## src/rtl/fast_atan2_approximation_unit_assert.svh

```systemverilog
// Assertion macros for the RTL.
`ifndef FAST_ATAN2_APPROXIMATION_UNIT_ASSERT_SVH
`define FAST_ATAN2_APPROXIMATION_UNIT_ASSERT_SVH

// Same-cycle implication.
`define FA2_ASSERT_IMPL(label, clk, rst, a, b) \
   label: assert property (@(posedge clk) disable iff (rst) (a) |-> (b)) \
      else $error("assertion failed");

// Next-cycle implication.
`define FA2_ASSERT_NEXT(label, clk, rst, a, b) \
   label: assert property (@(posedge clk) disable iff (rst) (a) |=> (b)) \
      else $error("assertion failed");

`endif

```

## src/rtl/fa2_pkg.sv

```systemverilog
`timescale 1ns / 1ps
// ----------------------------------------------------------------------------
// fa2_pkg
// Shared constants, flag struct and rounded pi helpers.
// ----------------------------------------------------------------------------
package fa2_pkg;
   localparam int COORD_BITS_DEF      = 16;
   localparam int ANGLE_FRAC_BITS_DEF = 13;
   localparam logic [63:0] PI_Q60     = 64'h3243F6A8885A308D;

   typedef struct packed {
      logic origin;
      logic steep;
      logic neg;
      logic xneg;
      logic yneg;
   } fa2_flags_type;

   function automatic logic [63:0] pi_round(input int frac);
      return (PI_Q60 + (64'd1 << (59 - frac))) >> (60 - frac);
   endfunction

   function automatic logic [63:0] half_pi_round(input int frac);
      return (PI_Q60 + (64'd1 << (60 - frac))) >> (61 - frac);
   endfunction
endpackage

```

## src/rtl/fa2_front.sv

```systemverilog
`timescale 1ns / 1ps
// ----------------------------------------------------------------------------
// fa2_front
// Magnitudes, octant flags, products, and the scaled numerator / denominator.
// ----------------------------------------------------------------------------
module fa2_front #(
   parameter int W  = 16,
   parameter int RW = 2 * W + 5
) (
   input  logic                   clock,
   input  logic                   reset,
   input  logic                   adv,
   input  logic                   in_valid,
   input  logic signed [W-1:0]    coord_y,
   input  logic signed [W-1:0]    coord_x,
   output logic                   out_valid,
   output logic [RW-1:0]          num,
   output logic [RW-1:0]          den,
   output fa2_pkg::fa2_flags_type out_flags
);
   import fa2_pkg::*;

   logic [W-1:0] ax, ay;
   logic [W-1:0] big1_ff, small1_ff;
   logic [2*W-1:0] pbs2_ff, pbb2_ff, pss2_ff;
   logic [RW-1:0] pbs_e, pbb_e, pss_e;
   logic [RW-1:0] num3_ff, den3_ff;
   fa2_flags_type fl_in, fl1_ff, fl2_ff, fl3_ff;
   logic v1_ff, v2_ff, v3_ff;

   assign ax = coord_x[W-1] ? (~coord_x + 1'b1) : coord_x;
   assign ay = coord_y[W-1] ? (~coord_y + 1'b1) : coord_y;

   always_comb begin
      fl_in.origin = (coord_x == '0) && (coord_y == '0);
      fl_in.steep  = ay > ax;
      fl_in.neg    = (coord_y != '0) && (coord_x[W-1] != coord_y[W-1]);
      fl_in.xneg   = coord_x[W-1];
      fl_in.yneg   = coord_y[W-1];
   end

   assign pbs_e = RW'(pbs2_ff);
   assign pbb_e = RW'(pbb2_ff);
   assign pss_e = RW'(pss2_ff);

   always_ff @(posedge clock) begin
      if (reset) begin
         v1_ff <= 1'b0;
         v2_ff <= 1'b0;
         v3_ff <= 1'b0;
      end else if (adv) begin
         v1_ff <= in_valid;
         v2_ff <= v1_ff;
         v3_ff <= v2_ff;
      end
   end

   always_ff @(posedge clock) begin
      if (adv) begin
         big1_ff   <= fl_in.steep ? ay : ax;
         small1_ff <= fl_in.steep ? ax : ay;
         fl1_ff    <= fl_in;
         pbs2_ff   <= big1_ff * small1_ff;
         pbb2_ff   <= big1_ff * big1_ff;
         pss2_ff   <= small1_ff * small1_ff;
         fl2_ff    <= fl1_ff;
         // 25*p and 25*big^2 + 7*small^2 by shift-add
         num3_ff   <= (pbs_e << 4) + (pbs_e << 3) + pbs_e;
         den3_ff   <= (pbb_e << 4) + (pbb_e << 3) + pbb_e + (pss_e << 3) - pss_e;
         fl3_ff    <= fl2_ff;
      end
   end

   assign out_valid = v3_ff;
   assign num       = num3_ff;
   assign den       = den3_ff;
   assign out_flags = fl3_ff;
endmodule

```

## src/rtl/fa2_cell.sv

```systemverilog
`timescale 1ns / 1ps
// ----------------------------------------------------------------------------
// fa2_cell
// One restoring division step; shifts one quotient bit into q.
// ----------------------------------------------------------------------------
module fa2_cell #(
   parameter int RW = 37,
   parameter int N  = 14
) (
   input  logic                   clock,
   input  logic                   reset,
   input  logic                   adv,
   input  logic                   in_valid,
   input  logic [RW-1:0]          in_rem,
   input  logic [RW-1:0]          in_den,
   input  logic [N-1:0]           in_q,
   input  fa2_pkg::fa2_flags_type in_flags,
   output logic                   out_valid,
   output logic [RW-1:0]          out_rem,
   output logic [RW-1:0]          out_den,
   output logic [N-1:0]           out_q,
   output fa2_pkg::fa2_flags_type out_flags
);
   import fa2_pkg::*;

   logic [RW:0] sh, diff;
   logic        ge;
   logic        valid_ff;
   logic [RW-1:0] rem_ff, den_ff;
   logic [N-1:0]  q_ff;
   fa2_flags_type flags_ff;

   assign sh   = {in_rem, 1'b0};
   assign ge   = sh >= {1'b0, in_den};
   assign diff = sh - {1'b0, in_den};

   always_ff @(posedge clock) begin
      if (reset) valid_ff <= 1'b0;
      else if (adv) valid_ff <= in_valid;
   end

   always_ff @(posedge clock) begin
      if (adv) begin
         // remainder stays below den, so the top bit drops
         rem_ff   <= ge ? diff[RW-1:0] : sh[RW-1:0];
         den_ff   <= in_den;
         q_ff     <= {in_q[N-2:0], ge};
         flags_ff <= in_flags;
      end
   end

   assign out_valid = valid_ff;
   assign out_rem   = rem_ff;
   assign out_den   = den_ff;
   assign out_q     = q_ff;
   assign out_flags = flags_ff;
endmodule

```

## src/rtl/fa2_back.sv

```systemverilog
`timescale 1ns / 1ps
// ----------------------------------------------------------------------------
// fa2_back
// Rounding, octant fold, sign and quadrant shift into the output register.
// ----------------------------------------------------------------------------
module fa2_back #(
   parameter int F = 13
) (
   input  logic                   clock,
   input  logic                   reset,
   input  logic                   adv,
   input  logic                   in_valid,
   input  logic [F:0]             in_q,
   input  fa2_pkg::fa2_flags_type in_flags,
   output logic                   out_valid,
   output logic signed [F+2:0]    angle
);
   import fa2_pkg::*;

   localparam int AW = F + 3;
   localparam logic signed [AW-1:0] PI_C   = AW'(pi_round(F));
   localparam logic signed [AW-1:0] HALF_C = AW'(half_pi_round(F));

   logic [F+1:0] qp;
   logic signed [AW-1:0] ratio, mag, sgn, angle_in;
   logic valid_ff;
   logic signed [AW-1:0] angle_ff;

   always_comb begin
      qp    = {1'b0, in_q} + 1'b1;
      ratio = AW'(qp[F+1:1]);
      mag   = in_flags.steep ? (HALF_C - ratio) : ratio;
      sgn   = in_flags.neg ? -mag : mag;
      if (in_flags.origin) angle_in = '0;
      else if (in_flags.xneg) angle_in = in_flags.yneg ? (sgn - PI_C) : (sgn + PI_C);
      else angle_in = sgn;
   end

   always_ff @(posedge clock) begin
      if (reset) valid_ff <= 1'b0;
      else if (adv) valid_ff <= in_valid;
   end

   always_ff @(posedge clock) begin
      if (adv) angle_ff <= angle_in;
   end

   assign out_valid = valid_ff;
   assign angle     = angle_ff;
endmodule

```

## src/rtl/fast_atan2_approximation_unit.sv

```systemverilog
`timescale 1ns / 1ps
// ----------------------------------------------------------------------------
// fast_atan2_approximation_unit
// Four-quadrant atan2 by the 0.28 rational form, quotient by a cell chain.
// ----------------------------------------------------------------------------
// channel | ports                          | dir
// req     | req_valid/ready, coord_y/x     | in
// rsp     | rsp_valid/ready, angle         | out
//
// One beat per cycle sustained while the output is not stalled; the pipe has
// 3 front stages, ANGLE_FRAC_BITS + 1 division cells and 1 output stage.
// Each division cell does one quotient bit.
// The whole pipe advances when the output register is empty or taken;
// a stalled output freezes every stage. Synchronous reset clears valids.
module fast_atan2_approximation_unit #(
   parameter int COORD_BITS      = fa2_pkg::COORD_BITS_DEF,
   parameter int ANGLE_FRAC_BITS = fa2_pkg::ANGLE_FRAC_BITS_DEF
) (
   input  logic                              clock,
   input  logic                              reset,
   input  logic                              req_valid,
   output logic                              req_ready,
   input  logic signed [COORD_BITS-1:0]      req_coord_y,
   input  logic signed [COORD_BITS-1:0]      req_coord_x,
   output logic                              rsp_valid,
   input  logic                              rsp_ready,
   output logic signed [ANGLE_FRAC_BITS+2:0] rsp_angle
);
   import fa2_pkg::*;
`include "fast_atan2_approximation_unit_assert.svh"

   localparam int W  = COORD_BITS;
   localparam int RW = 2 * W + 5;
   localparam int N  = ANGLE_FRAC_BITS + 1;
   localparam int AW = ANGLE_FRAC_BITS + 3;
   localparam logic signed [AW-1:0] PI_C = AW'(pi_round(ANGLE_FRAC_BITS));

   logic adv;
   logic          v_w   [0:N];
   logic [RW-1:0] rem_w [0:N];
   logic [RW-1:0] den_w [0:N];
   logic [N-1:0]  q_w   [0:N];
   fa2_flags_type fl_w  [0:N];

   assign adv       = !rsp_valid || rsp_ready;
   assign req_ready = adv;
   assign q_w[0]    = '0;

   fa2_front #(.W(W), .RW(RW)) u_front (
      .clock(clock), .reset(reset), .adv(adv),
      .in_valid(req_valid), .coord_y(req_coord_y), .coord_x(req_coord_x),
      .out_valid(v_w[0]), .num(rem_w[0]), .den(den_w[0]), .out_flags(fl_w[0])
   );

   for (genvar i = 0; i < N; i++) begin : g_cell
      fa2_cell #(.RW(RW), .N(N)) u_cell (
         .clock(clock), .reset(reset), .adv(adv),
         .in_valid(v_w[i]), .in_rem(rem_w[i]), .in_den(den_w[i]),
         .in_q(q_w[i]), .in_flags(fl_w[i]),
         .out_valid(v_w[i+1]), .out_rem(rem_w[i+1]), .out_den(den_w[i+1]),
         .out_q(q_w[i+1]), .out_flags(fl_w[i+1])
      );
   end

   fa2_back #(.F(ANGLE_FRAC_BITS)) u_back (
      .clock(clock), .reset(reset), .adv(adv),
      .in_valid(v_w[N]), .in_q(q_w[N]), .in_flags(fl_w[N]),
      .out_valid(rsp_valid), .angle(rsp_angle)
   );

   `FA2_ASSERT_NEXT(a_last_to_out, clock, reset, v_w[N] && adv, rsp_valid)
   `FA2_ASSERT_IMPL(a_angle_range, clock, reset, rsp_valid,
      (rsp_angle <= PI_C) && (rsp_angle >= -PI_C))
   `FA2_ASSERT_NEXT(a_freeze_last, clock, reset, !adv, $stable(v_w[N]))
endmodule

```

## config.mk

```make
export PLATFORM = sky130hd
export DESIGN_NAME = fast_atan2_approximation_unit
export DESIGN_NICKNAME = d
export VERILOG_FILES = /design/src/rtl/fa2_pkg.sv /design/src/rtl/fa2_front.sv /design/src/rtl/fa2_cell.sv /design/src/rtl/fa2_back.sv /design/src/rtl/fast_atan2_approximation_unit.sv
export VERILOG_INCLUDE_DIRS = /design/src /design/src/rtl
export SDC_FILE = /design/constraint.sdc
export NUM_CORES = 2
export LEC_CHECK = 0
export ABC_AREA = 0
export BUFFER_PORTS_ARGS = -buffer_cell sky130_fd_sc_hd__buf_2
export CORE_UTILIZATION = 56
export CTS_CLUSTER_DIAMETER = 80
export CTS_CLUSTER_SIZE = 10
export DETAILED_ROUTE_END_ITERATION = 7
export PLACE_DENSITY = 0.81
export SYNTH_ARGS = -nofsm -noshare
export SYNTH_HDL_FRONTEND = slang
export SYNTH_SLANG_ARGS = --single-unit
```

## constraint.sdc

```tcl
create_clock -name clock -period 58.5 [get_ports clock]
set_input_delay 11.7 -clock clock [delete_from_list [all_inputs] [get_ports clock]]
set_output_delay 11.7 -clock clock [all_outputs]
set_load 0.1 [all_outputs]
```

* After elaboration in Yosys (flattened, before gate mapping) *
Cells that the tools add are included.

storage, ports and cells
  word-level logic and storage cells = 239
  bits in latches = 0
  RAM bits = 0
  output and inout bits = 18
  memories = 0
  register bits after elaboration = 1388
  memory bits (read-only) = 0
  input bits = 36

operators by class
  $mul = 3
  shift operators = 0
  $lt $le $gt $ge = 15
  equality and inequality tests = 1
  reduce and logical (&&, ||, !) cells = 7
  bitwise logic cells = 2
  multiplexer cells = 21
  divide/modulo/power cells = 0
  add/subtract/negate cells = 26

operator list
  kind                      count
  $ge A38 B37 Y1            14
  $mux W37                  13
  $sub A37 B37 Y37          13
  $mux W16                  8
  $mul A16 B16 Y32          3
  $add A36 B35 Y37          2
  $add A37 B32 Y37          2
  $add A37 B35 Y37          1
  $sub A37 B32 Y37          1
  $add A16 B1 Y16 const B   2
  $logic_not A16 Y1         2
  $not A16 Y16              2
  $add A16 B16 Y16 const B  1
  $gt A16 B16 Y1            1
  $neg A16 Y16              1
  $reduce_bool A16 Y1       1
  $sub A16 B16 Y16 const B  1
  $add A14 B1 Y15 const B   1
  $sub A14 B14 Y15 const A  1
  $logic_and A1 B1 Y1       2
  $logic_not A1 Y1          1
  $logic_or A1 B1 Y1        1
  $ne A1 B1 Y1              1

* Logic depth before layout (Yosys ltp) *
  depth after elaboration = 8
  mapped depth = 28
  gate-level depth less buffers = 26

* By module *
From an unflattened synthesis, not the netlist that was laid out.

second synthesis, totals
  cells, all modules = 10732
  area total of the unflattened synthesis = 115916.2 µm²

by module, submodules not included
  module                           sequential area each (µm²)  times used  area each (µm²)  cells each
  fa2_cell (g_cell[0].u_cell ...)  2812.7                      13          5480.3           475
  fa2_front                        6516.2                      1           36626.4          3717
  fa2_cell (g_cell[1].u_cell)      2812.7                      1           5621.6           543
  fa2_back                         500.5                       1           2414.8           295
  fast_atan2_approximation_unit    0.0                         1           10.0             2

* Worst setup path before layout *
No wires, ideal clock.

  path type = input -> output
  from = input rsp_ready
  to = output req_ready
  setup slack = -2.962 ns
  buffers on the path = 2
  data arrival time = 49.762 ns
  required time = 46.800 ns
  stages = 4
  cell sequence = nor2b_1 clkbuf_1 clkinv_1 clkbuf_1

between the ends
  word-level cells in the longest chain between the ends = 1

RTL lines
  item                line                                 RTL
  from (decl)         fast_atan2_approximation_unit.sv:26  input logic rsp_ready,
  $logic_or A1 B1 Y1  fast_atan2_approximation_unit.sv:45  assign adv = !rsp_valid || rsp_ready;
  to (decl)           fast_atan2_approximation_unit.sv:22  output logic req_ready,

Every way passes these cells.

* Final worst setup path *
Ends and elaborated chain as after synthesis.

==> metrics list <==
- The library cell used most frequently in the layout, excluding fill and tap cells, is inv_1.
* Routed wire length per instance: 20.27 um
- Category of cells accounting for the largest share of critical-path delay: buffers and inverters
- Weighted congestion reported at the end of routability-driven placement: 0.9440
- Buffers added on ports: 53
- Placement Rows: 159
- The via count of the first global-routing pass came to 76200.
* Number of enable-type register cells in the synthesized netlist: 1368
* Maximum fanout encountered on the critical timing path: 26
- For this block, the via count after detailed routing is 75630.
- Setup repair after global routing left no endpoint under its margin.
- In the final layout, the share of cells above drive strength 1 is 0.05490.
- Post-synth top flop: edfxtp_1
- Clock latency on the worst-skew pair, taken at its later pin, is 860 ps.
- Post-route ant nets: 0
* Total of warnings raised by yosys: 0
- Resize count post-CTS: 0
* List of cells traversed by the critical path: buf_2 > nor2b_1 > buf_4 > inv_8 > buf_2
- After clock tree synthesis, the clock-pin slew on the worst setup and hold paths is 50 ps.
- The worst setup path is launched from an input port.
- In the routed design, unresolved DRC markers number 2.
- The total area inside the core boundary comes to 188400 um^2.
- Required @ worst endpoint: 46800 ps
- Total routed wirelength: 258800 um
* Combined area of all synthesized cells: 106600 um^2
* H-tree Lvls: 4
* Starting Density: 0.5656
* Synthesized netlist net count: 11890
* Storage element area: 41440 um^2
* Largest net degree at the start of global routing: 190
* Worst hold path type: flop to flop
* P&R area growth vs syn: 6.830%
* Synthesis-stage register bit count: 1386
* Maximum capacitance violations: 0
- In the final design database the tool counted 11870 nets.
- TritonCTS created 161 clock buffers.
- Among all stages on the critical path, the largest delay is contributed by buf_2.
- Buffers inserted to repair hold after CTS numbered 0.
- Fmax: 40.82 MHz
- Horizontal extent of the die: 438.2 um
- GR Util All Layers: 0.2697
* Category of the worst setup path capture point: primary output
- Half-perimeter wire length after placement: 198500 um
* Top library cells by usage in the layout, fill and taps aside: 1591 x inv_1, 1368 x edfxtp_1, 942 x ha_1, 785 x nand2_1, 686 x a21oi_1
* Initial antenna violation count: 3
- After detailed routing, the number of vias per cell comes to 5.923.
- Data on the critical path arrives at its endpoint at 12800 ps.
* Clock sink count: 1386
* Number of buffers added for setup after CTS: 0
- Dividing the final minimum period by the clock period gives 0.4188.
- Final hold viol count: 0
- Area of combinational cells with multiple inputs: 58020 um^2
* Worst clock skew on the final layout: 61.62 ps
- In this run the deepest clock path goes through 3 buffers.
- Setup Viol. Count Final: 0
- 1st-pass router iterations: 8
* Fraction of registers with async set or reset after synthesis: 0
* Tightest slew margin relative to the limit: 0.1744
- Sequential cell area fraction in the yosys report: 0.3889
- The die is 438.2 um tall.
- Slowest stage delay, CP: 490 ps
- The critical path contains buffers and inverters numbering 4 combined.
- The smallest clock period supported by the final layout is computed as 24500 ps.
* Type of the worst setup path: input port to primary output
- The first global-routing pass estimated 408600 um of wire.
* Layout filler cell count: 14840
- The checks that failed: DRC.
* Total congestion overflow after global routing: 0
- TritonCTS built the clock tree.
- Actual slew at the worst max-slew pin: 1238 ps
- The average instance in the mapped netlist occupies 10.39 um^2.
- Root Driver: clkbuf_16
- Summed over all failing endpoints, the final setup total negative slack is 0 ps.
- Most repeated library cell on the critical path: buf_2
- 54 I/O pins were placed.
- The run finished, with violations left.
- Count of mapped cells out of synthesis: 10260
- Number of distinct library cells after synthesis: 103
- The number of max-slew violations in the final report is 0.
- The die covers 192000 um^2.
* Initial drt markers: 6477
## per-stage QoR
step / util / area (um^2) / hold slack (ps) / worst slack (ps) / std cells
after global placement: 0.5804 / 109300 / 400.4 / 33980 / 12570
after CTS: 0.6043 / 113800 / 404.3 / 33970 / 12770
after detailed placement: 0.5804 / 109300 / 404.5 / 33980 / 12570
after global routing: 0.6043 / 113800 / 407.7 / 33950 / 12770
final: 0.6043 / 113800 / 392.6 / 34000 / 12770
after floorplan: - / 106600 / 400.3 / 17210 / 10260
## cells in the mapped netlist (13+ instances only)
cell / instances / area share
mux2i_1: 61 / 0.0057
clkbuf_1: 236 / 0.0083
edfxtp_1: 1368 / 0.39
nor4_1: 40 / 0.0023
and2_1: 239 / 0.014
a211oi_1: 57 / 0.0040
nand4_1: 103 / 0.0060
o211ai_1: 31 / 0.0022
or3_1: 35 / 0.0021
a211o_1: 16 / 0.0013
nor3_1: 111 / 0.0052
nor2b_1: 111 / 0.0065
nor2_1: 500 / 0.018
a31o_2: 20 / 0.0016
fa_1: 652 / 0.12
dfxtp_1: 18 / 0.0034
or2_2: 30 / 0.0018
and3_1: 59 / 0.0035
a31oi_1: 80 / 0.0047
nand3_1: 136 / 0.0064
nand2b_1: 106 / 0.0062
a21o_1: 365 / 0.026
xnor2_1: 393 / 0.032
a2111oi_0: 15 / 0.0012
nand2_1: 785 / 0.028
o41ai_1: 13 / 0.0011
ha_1: 942 / 0.11
inv_1: 1591 / 0.056
a41oi_1: 14 / 0.0012
xor2_1: 231 / 0.019
o21ai_1: 16 / 0.00075
buf_2: 47 / 0.0022
o2111ai_1: 14 / 0.0012
a21boi_0: 21 / 0.0015
mux2_2: 163 / 0.017
o31a_1: 19 / 0.0016
or4_1: 21 / 0.0015
a221oi_1: 23 / 0.0019
o31ai_1: 45 / 0.0032
o21ai_0: 487 / 0.023
o21a_1: 93 / 0.0066
a21oi_1: 686 / 0.032
o21bai_1: 80 / 0.0056
## final timing paths
| kind | startpoint | end | slack, ps | cells past startpoint |
|---|---|---|---|---|
| worst max-delay path | rsp_ready | req_ready | 34000 | 5 |
| worst min-delay path | g_cell[4].u_cell.out_flags[3] | g_cell[5].u_cell.out_flags[3] | 390 | 0 |
| worst max register to register | u_front.small1_ff[3] | u_front.pss2_ff[28] | 50900 | 22 |
| worst min register to register | g_cell[4].u_cell.out_flags[3] | g_cell[5].u_cell.out_flags[3] | 390 | 0 |
## worst reg2reg max path: cells and delay by family, from the launching register on
family / cells / cell delay, ps
xor+xnor: 1 / 200
simple gates: 1 / 290
buf+inv: 5 / 900
compound gates: 8 / 2400
flops: 1 / 320
fa+ha+maj: 7 / 3220
## flip-flops by register name (all words and copies together), names as in the netlist, 5 cells and up
signal,cells
g_cell.u_cell.out_q,105
u_front.big1_ff,16
u_front.pbs2_ff,32
u_front.den,37
g_cell.u_cell.out_flags,70
u_front.fl1_ff,5
u_front.out_flags,5
g_cell.u_cell.out_valid,14
g_cell.u_cell.out_rem,481
u_front.num,37
u_front.pss2_ff,31
u_front.small1_ff,16
u_front.pbb2_ff,31
g_cell.u_cell.out_den,481
u_back.angle,16
u_front.fl2_ff,5
## metal layers
layer,part of all wire,up-vias,track usage,routed length [um]
met5,0.000050,-,0,13
met4,0.054,2,0.1358,14020
met3,0.068,743,0.03980,17470
met2,0.48,2858,0.4551,125200
met1,0.39,36720,0.3378,102100
li1,-,35310,-,-
## final cells by class
type / instances / share of cell area
diodes: 1 / 0.00002198
clock buffers: 171 / 0.03591
clock inverters: 25 / 0.003605
inverters: 1596 / 0.05269
multi-input cells: 6982 / 0.5096
flip-flops and latches: 1386 / 0.3640
well taps: 2495 / 0.02742
repair buffers: 113 / 0.006726
## kinds of logic (layout without fill, tap and decap cells)
logic type | count (synthesis) | after routing | synth area share
XOR/XNOR | 625 | 625 | 0.05154
multiplexers | 226 | 226 | 0.02317
flip-flops | 1386 | 1386 | 0.3889
buffers and inverters | 1891 | 1905 | 0.06765
adder cells (fa/ha/maj) | 1594 | 1594 | 0.2331
other | 1 | 2 | 0.00003519
AND/OR/NAND/NOR | 2330 | 2330 | 0.1051
AO/OA/AOI/OAI | 2206 | 2206 | 0.1306
Power is left out: the tool's default activity adds up to more than one toggle a clock period on the data nets, which glitch-free logic cannot reach.
